<file path="config.mk">
export PLATFORM = sky130hd
export DESIGN_NAME = utf8_stream_decoder_top
export DESIGN_NICKNAME = d
export VERILOG_FILES = /design/src/design/utf8sd_pkg.sv /design/src/design/utf8_stream_decoder_top.sv /design/src/design/utf8sd_decode.sv
export SDC_FILE = /design/constraint.sdc
export NUM_CORES = 1
export LEC_CHECK = 0
export ABC_CLOCK_PERIOD_IN_PS = 3500
export BUFFER_PORTS_ARGS = -buffer_cell sky130_fd_sc_hd__buf_2
export CORE_ASPECT_RATIO = 0.5
export CORE_MARGIN = 3
export CORE_UTILIZATION = 57
export CTS_CLUSTER_DIAMETER = 30
export DETAILED_ROUTE_END_ITERATION = 12
export HOLD_SLACK_MARGIN = 0.02
export PLACE_DENSITY = 0.8
export SLEW_MARGIN = 40
export SYNTH_ARGS = -nofsm -noshare
export SYNTH_HDL_FRONTEND = slang
export SYNTH_SLANG_ARGS = --single-unit
</file>
<file path="constraint.sdc">
create_clock -name clk -period 3.5 [get_ports clk]
set_clock_uncertainty 0.2 [all_clocks]
set_input_delay 0.7 -clock clk [delete_from_list [all_inputs] [get_ports clk]]
set_output_delay 0.7 -clock clk [all_outputs]
set_load 0.1 [all_outputs]
</file>
<file path="src/design/utf8sd_pkg.sv">
// ----------------------------------------------------------------------------
// utf8sd_pkg
// Types and constants shared by the UTF-8 stream decoder modules.
// ----------------------------------------------------------------------------
package utf8sd_pkg;

	localparam int unsigned ByteWidth  = 8;
	localparam int unsigned UnitWidth  = 16;
	localparam int unsigned CountWidth = 16;
	localparam int unsigned NeedWidth  = 2;

	localparam logic [UnitWidth-1:0]  ReplacementUnit = UnitWidth'(63);
	localparam logic [CountWidth-1:0] CountMax        = '1;

	typedef enum logic [2:0] {
		CLS_ZERO,
		CLS_ASCII,
		CLS_LEAD2,
		CLS_LEAD3,
		CLS_LEAD4,
		CLS_CONT,
		CLS_INVALID
	} byte_class_t;

	typedef struct packed {
		logic                  in_seq;
		logic [UnitWidth-1:0]  acc;
		logic [NeedWidth-1:0]  need;
		logic [CountWidth-1:0] count;
		logic                  limit_hit;
	} dec_state_t;

	typedef struct packed {
		logic [UnitWidth-1:0]  code_unit;
		logic                  is_end;
		logic [CountWidth-1:0] unit_count;
	} dec_result_t;

	function automatic byte_class_t classify(input logic [ByteWidth-1:0] b);
		byte_class_t cls;
		if (b == '0) begin
			cls = CLS_ZERO;
		end else if (b[7] == 1'b0) begin
			cls = CLS_ASCII;
		end else if (b[7:6] == 2'b10) begin
			cls = CLS_CONT;
		end else if (b[7:5] == 3'b110) begin
			cls = CLS_LEAD2;
		end else if (b[7:4] == 4'b1110) begin
			cls = CLS_LEAD3;
		end else if (b[7:3] == 5'b11110) begin
			cls = CLS_LEAD4;
		end else begin
			cls = CLS_INVALID;
		end
		return cls;
	endfunction

endpackage

</file>
<file path="src/design/utf8_stream_decoder_top.sv">
// ----------------------------------------------------------------------------
// utf8_stream_decoder_top
// UTF-8 byte stream to code unit decoder with '?' replacement and a per-string
// unit limit.
// ----------------------------------------------------------------------------
// The decoder takes one byte per cycle and returns any result in the cycle after
// the transfer: the byte is classified and the sequence state advanced by
// shallow logic feeding a single result register, so a new byte is accepted
// in every cycle in which the result register is empty or being drained.
// Code units are the low 16 bits of the decoded code point; a zero byte
// yields an end result with the unit count and clears the string state.
module utf8_stream_decoder_top (
	input  logic        clk,
	input  logic        arst_n,
	input  logic        unit_limit_we,
	input  logic [15:0] unit_limit_wdata,
	input  logic        in_valid,
	output logic        in_ready,
	input  logic [7:0]  in_byte,
	output logic        out_valid,
	input  logic        out_ready,
	output logic [15:0] code_unit,
	output logic        is_end,
	output logic [15:0] unit_count
);

	logic [utf8sd_pkg::CountWidth-1:0] unit_limit_q;
	utf8sd_pkg::dec_state_t            state_q;
	utf8sd_pkg::dec_state_t            state_nxt;
	utf8sd_pkg::dec_result_t           res;
	utf8sd_pkg::dec_result_t           res_s1;
	logic                              emit;
	logic                              valid_s1;
	logic                              accept;

	assign in_ready = !valid_s1 || out_ready;
	assign accept   = in_valid && in_ready;

	utf8sd_decode u_decode (
		.in_byte    (in_byte),
		.unit_limit (unit_limit_q),
		.cur        (state_q),
		.nxt        (state_nxt),
		.emit       (emit),
		.res        (res)
	);

	always_ff @(posedge clk or negedge arst_n) begin
		if (!arst_n) begin
			unit_limit_q <= '0;
			state_q      <= '0;
			valid_s1     <= 1'b0;
		end else begin
			if (unit_limit_we) begin
				unit_limit_q <= unit_limit_wdata;
			end
			if (accept) begin
				state_q  <= state_nxt;
				valid_s1 <= emit;
			end else if (out_ready) begin
				valid_s1 <= 1'b0;
			end
		end
	end

	always_ff @(posedge clk) begin
		if (accept && emit) begin
			res_s1 <= res;
		end
	end

	assign out_valid  = valid_s1;
	assign code_unit  = res_s1.code_unit;
	assign is_end     = res_s1.is_end;
	assign unit_count = res_s1.unit_count;

	a_end_unit_zero: assert property (@(posedge clk) disable iff (!arst_n)
		out_valid && is_end |-> code_unit == '0)
		else $error("End result carries a nonzero code unit.");

	a_unit_counted: assert property (@(posedge clk) disable iff (!arst_n)
		out_valid && !is_end |-> unit_count != '0)
		else $error("Code unit result carries a zero unit count.");

	a_end_clears: assert property (@(posedge clk) disable iff (!arst_n)
		accept && in_byte == '0 |=> state_q.count == '0 && !state_q.in_seq
			&& !state_q.limit_hit)
		else $error("String state not cleared after a terminating transfer.");

	a_idle_no_need: assert property (@(posedge clk) disable iff (!arst_n)
		!state_q.in_seq |-> state_q.need == '0)
		else $error("Continuation count pending while no sequence is open.");

endmodule

</file>
<file path="src/design/utf8sd_decode.sv">
// ----------------------------------------------------------------------------
// utf8sd_decode
// Per-byte next-state and result logic: classifies one byte, advances the
// sequence accumulator and the unit count, and decides whether a result forms.
// ----------------------------------------------------------------------------
module utf8sd_decode (
	input  logic [utf8sd_pkg::ByteWidth-1:0]  in_byte,
	input  logic [utf8sd_pkg::CountWidth-1:0] unit_limit,
	input  utf8sd_pkg::dec_state_t            cur,
	output utf8sd_pkg::dec_state_t            nxt,
	output logic                              emit,
	output utf8sd_pkg::dec_result_t           res
);

	utf8sd_pkg::byte_class_t               cls;
	logic [utf8sd_pkg::CountWidth-1:0]     count_inc;
	logic [utf8sd_pkg::UnitWidth-1:0]      acc_shift;
	logic                                  at_limit;

	assign cls       = utf8sd_pkg::classify(in_byte);
	assign count_inc = (cur.count == utf8sd_pkg::CountMax) ? cur.count
	                   : cur.count + 1'b1;
	assign acc_shift = {cur.acc[utf8sd_pkg::UnitWidth-7:0], in_byte[5:0]};
	assign at_limit  = cur.limit_hit || ((unit_limit != '0) && (cur.count >= unit_limit));

	always_comb begin
		nxt            = cur;
		emit           = 1'b0;
		res.code_unit  = utf8sd_pkg::ReplacementUnit;
		res.is_end     = 1'b0;
		res.unit_count = count_inc;
		if (cls == utf8sd_pkg::CLS_ZERO) begin
			emit           = 1'b1;
			res.code_unit  = '0;
			res.is_end     = 1'b1;
			res.unit_count = cur.count;
			nxt            = '0;
		end else if (at_limit) begin
			nxt.limit_hit = 1'b1;
		end else begin
			unique case (cls)
				utf8sd_pkg::CLS_ASCII: begin
					emit      = 1'b1;
					nxt.count = count_inc;
					if (cur.in_seq) begin
						nxt.in_seq = 1'b0;
						nxt.acc    = '0;
						nxt.need   = '0;
					end else begin
						res.code_unit = utf8sd_pkg::UnitWidth'(in_byte);
					end
				end
				utf8sd_pkg::CLS_LEAD2, utf8sd_pkg::CLS_LEAD3, utf8sd_pkg::CLS_LEAD4: begin
					if (cur.in_seq) begin
						emit       = 1'b1;
						nxt.count  = count_inc;
						nxt.in_seq = 1'b0;
						nxt.acc    = '0;
						nxt.need   = '0;
					end else begin
						nxt.in_seq = 1'b1;
						if (cls == utf8sd_pkg::CLS_LEAD2) begin
							nxt.acc  = utf8sd_pkg::UnitWidth'(in_byte[4:0]);
							nxt.need = 2'd1;
						end else if (cls == utf8sd_pkg::CLS_LEAD3) begin
							nxt.acc  = utf8sd_pkg::UnitWidth'(in_byte[3:0]);
							nxt.need = 2'd2;
						end else begin
							nxt.acc  = utf8sd_pkg::UnitWidth'(in_byte[2:0]);
							nxt.need = 2'd3;
						end
					end
				end
				utf8sd_pkg::CLS_CONT: begin
					if (cur.in_seq) begin
						if (cur.need == 2'd1) begin
							emit          = 1'b1;
							res.code_unit = acc_shift;
							nxt.count     = count_inc;
							nxt.in_seq    = 1'b0;
							nxt.acc       = '0;
							nxt.need      = '0;
						end else begin
							nxt.acc  = acc_shift;
							nxt.need = cur.need - 1'b1;
						end
					end
				end
				utf8sd_pkg::CLS_INVALID: begin
					emit       = 1'b1;
					nxt.count  = count_inc;
					nxt.in_seq = 1'b0;
					nxt.acc    = '0;
					nxt.need   = '0;
				end
				default: begin
					nxt = cur;
				end
			endcase
		end
	end

endmodule

</file>
==> results of run 1 <==
## power breakdown
group / total [mW] / switching, mW / internal (mW)
registers: 1.18 / 0.0905 / 1.09
clock network: 0.875 / 0.388 / 0.487
logic: 0.624 / 0.448 / 0.176
total: 2.68 / 0.927 / 1.75
## worst max-delay path: stages (launching register included)
cell and delay [ns]:
dfrtp_1 0.48, ha_1 0.38, a211oi_1 0.26, o21a_1 0.15, o21ai_0 0.08, a31o_2 0.29, a21o_4 0.25, clkinv_4 0.30
o21ai_1 0.14, a22o_1 0.26
## state kept, by name (all words and copies together), names as in the netlist
signal,flops
state_q,30
is_end,1
code_unit,16
unit_limit_q,16
out_valid,1
unit_count,16
## per-layer routing
| layer | GRT usage, % | up-vias |
|---|---|---|
| li1 | - | 1592 |
| met5 | 0 | - |
| met4 | 11.4 | 0 |
| met1 | 30.8 | 1560 |
| met2 | 36.6 | 189 |
| met3 | 7.50 | 35 |
## cell type report
| cell class | instances | share of cell area [%] |
|---|---|---|
| clock inverter | 7 | 1.12 |
| timing repair buffer | 65 | 6.96 |
| clock buffer | 9 | 4.71 |
| tap | 92 | 2.41 |
| sequential | 80 | 45.3 |
| multi-input combinational | 288 | 37.5 |
| inverter | 24 | 1.99 |
## Yosys cell counts (2+ instances only)
library cell  instances
nand2_1              54
dfrtp_1              47
edfxtp_1             33
o21ai_0              33
nor2_1               25
a21oi_1              24
inv_1                23
ha_1                 18
and3_1               16
a31oi_1              10
clkbuf_1              9
nand3_1               9
o21a_1                9
nand2b_1              8
nand4_1               8
a32o_1                6
mux2_2                6
mux2i_1               6
xnor2_1               6
a211oi_1              5
nor4_1                5
and2_1                4
o31ai_1               4
xor2_1                4
nor3_1                3
o211ai_1              3
o21ai_1               3
buf_2                 2
buf_4                 2
nand2_2               2
## final timing paths
kind / endpoint / slack [ns] / cells past startpoint / startpoint
setup / recovery: state_q[10] / 0.60 / 9 / state_q[14]
min in group clk: state_q[28] / 0.28 / 1 / state_q[28]
setup reg to reg: state_q[10] / 0.60 / 9 / state_q[14]
hold / removal: state_q[26] / 0.17 / 1 / arst_n
hold reg to reg: state_q[28] / 0.28 / 1 / state_q[28]
max in group asynchronous: unit_limit_q[9] / 2.51 / 1 / arst_n
## stage by stage
| step | utilization (%) | std cells |
|---|---|---|
| finish | 69.8 | 565 |
| global route | 69.8 | 565 |
| CTS | 69.8 | 565 |
| detailed placement | 65.7 | 549 |
| global placement | 65.7 | 549 |
| floorplan | - | 408 |
## logic make-up (layout without fill, tap and decap cells)
| group | after synthesis | in the layout |
|---|---|---|
| flip-flops | 80 | 80 |
| buffers and inverters | 40 | 105 |
| multiplexers | 12 | 12 |
| AO/OA/AOI/OAI | 106 | 106 |
| AND/OR/NAND/NOR | 142 | 142 |
| adder cells (fa/ha/maj) | 18 | 18 |
| XOR/XNOR | 10 | 10 |
==> out/metrics.cfg, run 1 <==
[run_status]
outcome=completed

[logic_synthesis]
synthCells=408
synth_fa_ha_area_share_pct=5.43
yosysSeqAreaShare_pct=52.3
netlist_area_mm2=0.00415
ys_ff_latch=80
synth_compound_area_share_pct=16.1
netlist_top_cells_area=dfrtp_1 28%, edfxtp_1 24%, ha_1 5.4%
yosys.area.top_type=dfrtp_1
yosys.area_share.simple_pct=16.6
ys_warn_count=0
synth_top_cell_area_share_pct=28.4
synthesis.nets=455
yosysUniqueCellTypes=51
synth_top_family_by_area=simple AND/OR/NAND/NOR gates
synth_ff_type=dfrtp_1
synth.avg_cell_area_um2=10.2
async_flop_share_pct=58.8
synthMuxAreaShare_pct=3.08
synth-edff-count=33
synth_xor_area_share_pct=2.11

[layout]
n_antenna_cell=0
multiInputGateArea_mm2=0.00180
fin_nets=515
areaGrowthSynthToFinish_pct=15.4
layout_common_cells=62 x buf_2, 54 x nand2_1, 47 x dfrtp_1
fin_area_mm2=0.00478
fillers=541
regArea_mm2=0.00217
final_common_cell=buf_2
drive_above_1_share_pct=20.5

[timing]
setup_viol=0
final.setup.tns_ns=0
hold_slack_ns=0.168
postLayoutSetupSlackWorst_ns=0.596
rsz0062_at_grt=false
slew_headroom_pct=47.4
slew_violations=0
finalCriticalPeriod_ns=2.90
worstMarginPinSlew_ns=0.781
fmax_ghz=0.344
final_hold_viol_count=0
post-route-period-util_pct=83.0

[clock_network]
clkTransAtPathRegs_ns=0.06
cts_tree=built
cts.sink_count=80
cts_made_buffers=9
htree_num_levels=3
post-cts-setup-buffer-count=0
clk_latency_ns=0.34
cts.repair.resized=0
root_buffer=clkbuf_16
postCtsHoldBufs=0
clk_path_buf_depth=2

[hold_path]
hold_path_class=in -> async

[routing]
vias=3376
via_per_inst=5.98
first_iter_violations=383
wl_per_cell_um=16.6
wl_met2_um=4200
wl_um=9380
drtPass1Iterations=5
routed-wl-met3_um=875
ant_nets=0
drt-met1-wl_um=4050
drc_errors=0
highest_layer=met4

[grt]
grt_overflow=0
grt_usage_pct=23.8
grt_max_degree=48
antenna_found_initial=0
grt_first_pass_wirelength_um=15200
grt_pass1_vias=3110

[setup_path]
endpoint_kind=register
critPathRequiredTime_ns=3.53
cp_max_fo=46
crit_path_start_kind=register
cp.arrival_ns=2.93
critPathKind=reg -> reg

[place]
place_area_mm2=0.00451
place_ws_ns=0.583
place_hpwl_um=6660
port_buffers=63
gp_congestion=0.917

[pwr]
power_leakage_nw=2.19
ir_worst_vdd_mv=0.320
power.total_mw=2.68
power_density_mw_per_mm2=559

[floorplan]
die_area_mm2=0.00840
floorplan.initialDensity_pct=60.5
die_w_um=127
ioPinCount=64
fp.coreArea_mm2=0.00686
rows=21
die_y_um=66.3

[flow_run]
cap_violations=0

No activity file was read; power rests on OpenSTA's default activity.
==> run 2, diff against run 1 <==
Settings changed: ABC_CLOCK_PERIOD_IN_PS 3500 to 2650, CORE_UTILIZATION 57 to 51, PLACE_DENSITY 0.8 to 0.76.
Clock period 3.5 ns to 2.65 ns, I/O delays scaled along.
==> run 2 against run 1 <==
Core utilization is 0.73 points lower. Clock-buffer cell count grew 1. Flip-flop and latch count did not move. Maximum frequency grew 11%. Via count increased by 2.5%. Sequential share of layout area decreased by 3.9 points. Design area increased by 9.6%.
==> out/metrics.cfg, run 2 (same netlist as run 1, synthesis figures left out) <==
[run_status]
outcome=completed

[setup_path]
endpoint_kind=register
cp.arrival_ns=2.67
r2r_cells=9
max_stage_delay_ns=0.49
r2r_start=unit_limit_q[10]
cp_max_fo=17
critPathRequiredTime_ns=2.71
r2r_slack_ns=0.04
critPathKind=reg -> reg
crit_chain=nor4_2 -> nand4_1 -> or4_4 -> and2_4 -> a21o_4 -> clkinv_4 -> buf_12 -> a21oi_1 -> a21oi_2
critPathSlowestCell=or4_4
crit-reg2reg-capture=state_q[14]
crit_path_start_kind=register

[routing]
ant_nets=0
drtPass1Iterations=5
drc_errors=0
vias=3461
via_per_inst=5.62
wl_per_cell_um=15.8
first_iter_violations=417
wl_um=9740

[timing]
final_hold_viol_count=0
final.setup.tns_ns=0
slew_headroom_pct=58.1
postLayoutSetupSlackWorst_ns=0.0368
fmax_ghz=0.383
finalCriticalPeriod_ns=2.61
setup_viol=0
hold_slack_ns=0.196
slew_violations=0
worstMarginPinSlew_ns=0.624
post-route-period-util_pct=98.6

[floorplan]
fp.coreArea_mm2=0.00760
rows=22
die_y_um=69.8
floorplan.initialDensity_pct=54.6
die_area_mm2=0.00931
die_w_um=134
ioPinCount=64

[grt]
antenna_found_initial=0
grt_overflow=0
grt_max_degree=34
grt_pass1_vias=3052
grt_usage_pct=21.1
grt_first_pass_wirelength_um=15300

[clock_network]
clk_path_buf_depth=2
root_buffer=clkbuf_16
clkTransAtPathRegs_ns=0.06
cts_tree=built
cts.sink_count=80
cts_made_buffers=9
clk_latency_ns=0.34
htree_num_levels=3

[place]
port_buffers=63
place_hpwl_um=6950
place_ws_ns=0.0103
gp_congestion=0.949

[layout]
fin_nets=550
largest_reg_flops=30
largest_register=state_q
areaGrowthSynthToFinish_pct=26.5
drive_above_1_share_pct=28.7
fin_util_pct=69.0
final_common_cell=buf_2
fillers=595
n_antenna_cell=0
layout_common_cells=63 x buf_2, 54 x nand2_1, 45 x dfrtp_1

[hold_path]
min-delay-start=unit_limit_wdata[6]
whs_path_depth=3
hold_path_class=in -> reg
hold_end=unit_limit_q[6]

[pwr]
power_leakage_nw=2.39
ir_worst_vdd_mv=0.421
power_density_mw_per_mm2=740

[flow_run]
cap_violations=0

-- run 2: cell count changes in the layout (fill, tap and decap cells not counted), sizes merged --
cell	before	now
clkbuf	9	10
buf	65	99
clkinv	5	3
inv	26	23
bufinv	0	3
dlygate4sd3	0	1
clkinvlp	0	1
-- run 2: timing repair --
action | 4_1_cts | 5_1_grt
gates resized for setup | 0 | 18
setup buffers | 0 | 1
setup endpoints to repair | 0 | 41
hold buffers | 0 | 1
hold endpoints to repair | 0 | 31
-- run 2: layer usage --
layer | wire length, um | vias to the layer above | GRT usage [%]
met5 | 0 | - | 0
met4 | 159 | 0 | 6.27
met3 | 873 | 24 | 7.39
met2 | 4160 | 170 | 29.7
met1 | 4550 | 1597 | 30.8
li1 | - | 1670 | -
-- run 2: worst max path at each step --
stage                                 from           to
after floorplan                  out_valid  state_q[16]
after global placement    unit_limit_q[10]  state_q[14]
after detailed placement  unit_limit_q[10]  state_q[14]
after CTS                 unit_limit_q[10]  state_q[14]
after global routing       unit_limit_q[9]   state_q[5]
final                     unit_limit_q[10]  state_q[14]
-- run 2: layout make-up --
class                      count  area [um^2]  share of cell area (%)
sequential                    80         2170                    41.4
multi-input combinational    288         1880                    35.8
timing repair buffer         100          624                    11.9
clock buffer                  10          239                    4.56
tap                          108          135                    2.58
clock inverter                 6          106                    2.03
inverter                      24         95.1                    1.81
-- run 2: critical path, delay by kind of cell, from the launching register on --
kind,cells,cell delay (ns)
flip-flops,1,0.39
buffers and inverters,2,0.30
AND/OR/NAND/NOR,4,1.17
AO/OA/AOI/OAI,3,0.47
-- run 2: metrics by stage --
| stage | total power, mW | cell area (um^2) | cells |
|---|---|---|---|
| floorplan | 2.20 | 4150 | 408 |
| global placement | 2.44 | 4790 | 597 |
| detailed placement | 2.45 | 4790 | 597 |
| CTS | 3.87 | 5140 | 613 |
| global route | 4.05 | 5250 | 616 |
| finish | 3.88 | 5250 | 616 |
-- run 2: report_power, final --
part           total, mW  internal [mW]  switching [mW]
registers           1.52           1.44          0.0865
clock network       1.41          0.940           0.474
logic              0.943          0.300           0.643
==> run 3, diff against run 2 <==
Settings changed: ABC_AREA from default to 1, CORE_UTILIZATION 51 to 52, SKIP_LAST_GASP from default to 1.
==> run 3 against run 2 <==
Clock-buffer cell count up 1. Synthesized cell count rose by 34%. Sequential share of layout area fell by 0.89 points. Critical path depth up 2. Worst hold slack got worse by 0.0038 ns. Critical path type unchanged. Largest power group unchanged. Highest routed layer unchanged.
==> out/metrics.cfg, run 3 <==
[run_status]
outcome=completed

[clock_network]
clk_latency_ns=0.34
cts_tree=built
clkTransAtPathRegs_ns=0.06
cts_made_buffers=9
htree_num_levels=3
cts.sink_count=80
clk_path_buf_depth=2
root_buffer=clkbuf_16

[logic_synthesis]
async_flop_share_pct=58.8
yosysUniqueCellTypes=38
synthesis.nets=595
synth.avg_cell_area_um2=8.15
netlist_area_mm2=0.00446
synth_most_common_cell=nand2_1
synth-edff-count=33
ys_ff_latch=80
netlist_top_cells_area=dfrtp_1 26%, edfxtp_1 22%, nand2_1 13%
synthCells=548
ys_warn_count=0
synth_top_cell_area_share_pct=26.3
yosysSeqAreaShare_pct=48.5
yosys.area.top_type=dfrtp_1
synth_ff_type=dfrtp_1
ys_top_cells_by_count=160 x nand2_1, 63 x inv_1, 47 x dfrtp_1, 44 x nor2_1, 41 x nand3_1

[grt]
grt_first_pass_wirelength_um=17200
antenna_found_initial=0
grt_overflow=0
grt_pass1_vias=3625
grt_max_degree=33
grt_usage_pct=22.4

[setup_path]
critPathSlowestCell=dfrtp_1
critPathKind=reg -> reg
critPathRequiredTime_ns=2.56
cp.arrival_ns=2.48
crit-reg2reg-capture=unit_count[4]
cp-startpoint=state_q[12]
endpoint_kind=register
crit_chain=ha_1 -> nand4_1 -> nor3_2 -> nand3_1 -> nand3_1 -> nand2_2 -> nand2_4 -> nand2_4 -> nand3_4 -> clkinvlp_4 -> clkbuf_16
r2r_cells=11
r2r_slack_ns=0.08
cp_max_fo=8
r2r_start=state_q[12]
max_stage_delay_ns=0.45
crit_path_start_kind=register

[hold_path]
whs_path_depth=3
min-delay-start=unit_limit_wdata[11]
hold_end=unit_limit_q[11]
hold_path_class=in -> reg

[pwr]
clock_power_share_pct=29.7
switching_power_mw=1.36
p_comb_share_pct=29.4
intPower_mw=2.40
swShare_pct=36.2
power_density_mw_per_mm2=700
power_leakage_nw=2.62
seqPwrFrac_pct=40.8
ir_worst_vdd_mv=0.394
power.total_mw=3.76

[place]
port_buffers=63
place_hpwl_um=7520
gp_congestion=0.922

[layout]
fillers=727
fin_nets=674
largest_reg_flops=30
drive_above_1_share_pct=20.4
multiInputGateArea_mm2=0.00197
fin_util_pct=65.7
regArea_mm2=0.00217
n_antenna_cell=0
layout_common_cells=159 x nand2_1, 62 x inv_1, 62 x buf_2
final_common_cell=nand2_1
areaGrowthSynthToFinish_pct=20.3
largest_register=state_q

[timing]
slew_headroom_pct=66.5
fmax_ghz=0.390
finalCriticalPeriod_ns=2.57
worstMarginPinSlew_ns=0.506
final_hold_viol_count=0
slew_violations=0
setup_viol=0
post-route-period-util_pct=96.9

[floorplan]
die_y_um=71.5
ioPinCount=64
fp.coreArea_mm2=0.00817
die_area_mm2=0.00980
floorplan.initialDensity_pct=54.6
die_w_um=137
rows=23

[routing]
ant_nets=0
via_per_inst=5.24
drtPass1Iterations=5
wl_per_cell_um=14.1
drc_errors=0
vias=3897
first_iter_violations=343
wl_um=10500

[flow_run]
cap_violations=0

## run 3: cell type report
| cell class | count | share of cell area, % |
|---|---|---|
| Multi-Input combinational cell | 382 | 36.8 |
| Sequential cell | 80 | 40.5 |
| Timing Repair Buffer | 87 | 10.4 |
| Clock buffer | 11 | 4.33 |
| Inverter | 67 | 4.75 |
| Tap cell | 112 | 2.61 |
| Clock inverter | 5 | 0.629 |
## run 3: logic make-up (layout without fill, tap and decap cells)
kind of cell             count (synthesis)  after routing  synth area share, %
multiplexers                             1              1                0.252
flip-flops                              80             80                 48.5
AND/OR/NAND/NOR                        300            300                 30.3
XOR/XNOR                                 6              6                 1.18
buffers and inverters                   86            170                 7.76
adder cells (fa/ha/maj)                 18             18                 5.04
AO/OA/AOI/OAI                           57             57                 6.95
## run 3: stage by stage
step / cell area (um^2) / worst slack, ns / hold slack (ns) / TNS (ns) / instances
floorplan: 4500 / 0.000352 / 0.0344 / 0 / 548
global placement: 5000 / 0.296 / 0.254 / 0 / 721
detailed placement: 5000 / 0.158 / 0.259 / 0 / 721
CTS: 5270 / 0.152 / 0.0937 / 0 / 737
global route: 5370 / -0.00888 / 0.204 / -0.0959 / 744
finish: 5370 / 0.0832 / 0.192 / 0 / 744
## run 3: worst max-delay path, delay by kind of cell (launching register included)
| family | cells | cell delay, ns |
|---|---|---|
| AND/OR/NAND/NOR | 8 | 0.86 |
| adder cells (fa/ha/maj) | 1 | 0.35 |
| buffers and inverters | 2 | 0.47 |
| flip-flops | 1 | 0.45 |
## run 3: worst max path at each step
stage	to	depth (start not counted)
2_1_floorplan	code_unit[0]	11
3_3_place_gp	unit_count[4]	15
3_5_place_dp	code_unit[6]	11
4_1_cts	unit_count[13]	11
5_1_grt	unit_count[4]	13
6_report	unit_count[4]	11
## run 3: power groups by stage
stage | registers (mW) | clock network (mW) | logic (mW)
2_1_floorplan | 1.79 | 0 | 0.560
3_3_place_gp | 1.55 | 0 | 1.03
3_5_place_dp | 1.56 | 0 | 1.05
4_1_cts | 1.54 | 1.14 | 1.06
5_1_grt | 1.55 | 1.18 | 1.21
6_report | 1.53 | 1.12 | 1.11
## run 3: timing repair
item,CTS,global route
hold endpoints to repair,0,31
endpoints found under the setup margin,0,33
resized for setup,0,5
hold buffers,0,1
buffers inserted,0,4
## run 3: routing by layer
layer,wire length (um),share of wire [%],GRT usage [%],vias to the layer above
met5,0,0,0,-
met4,247,2.4,8.85,0
met3,765,7.3,5.54,28
met2,4660,44,34.7,151
met1,4840,46,30.6,1752
li1,-,-,-,1966
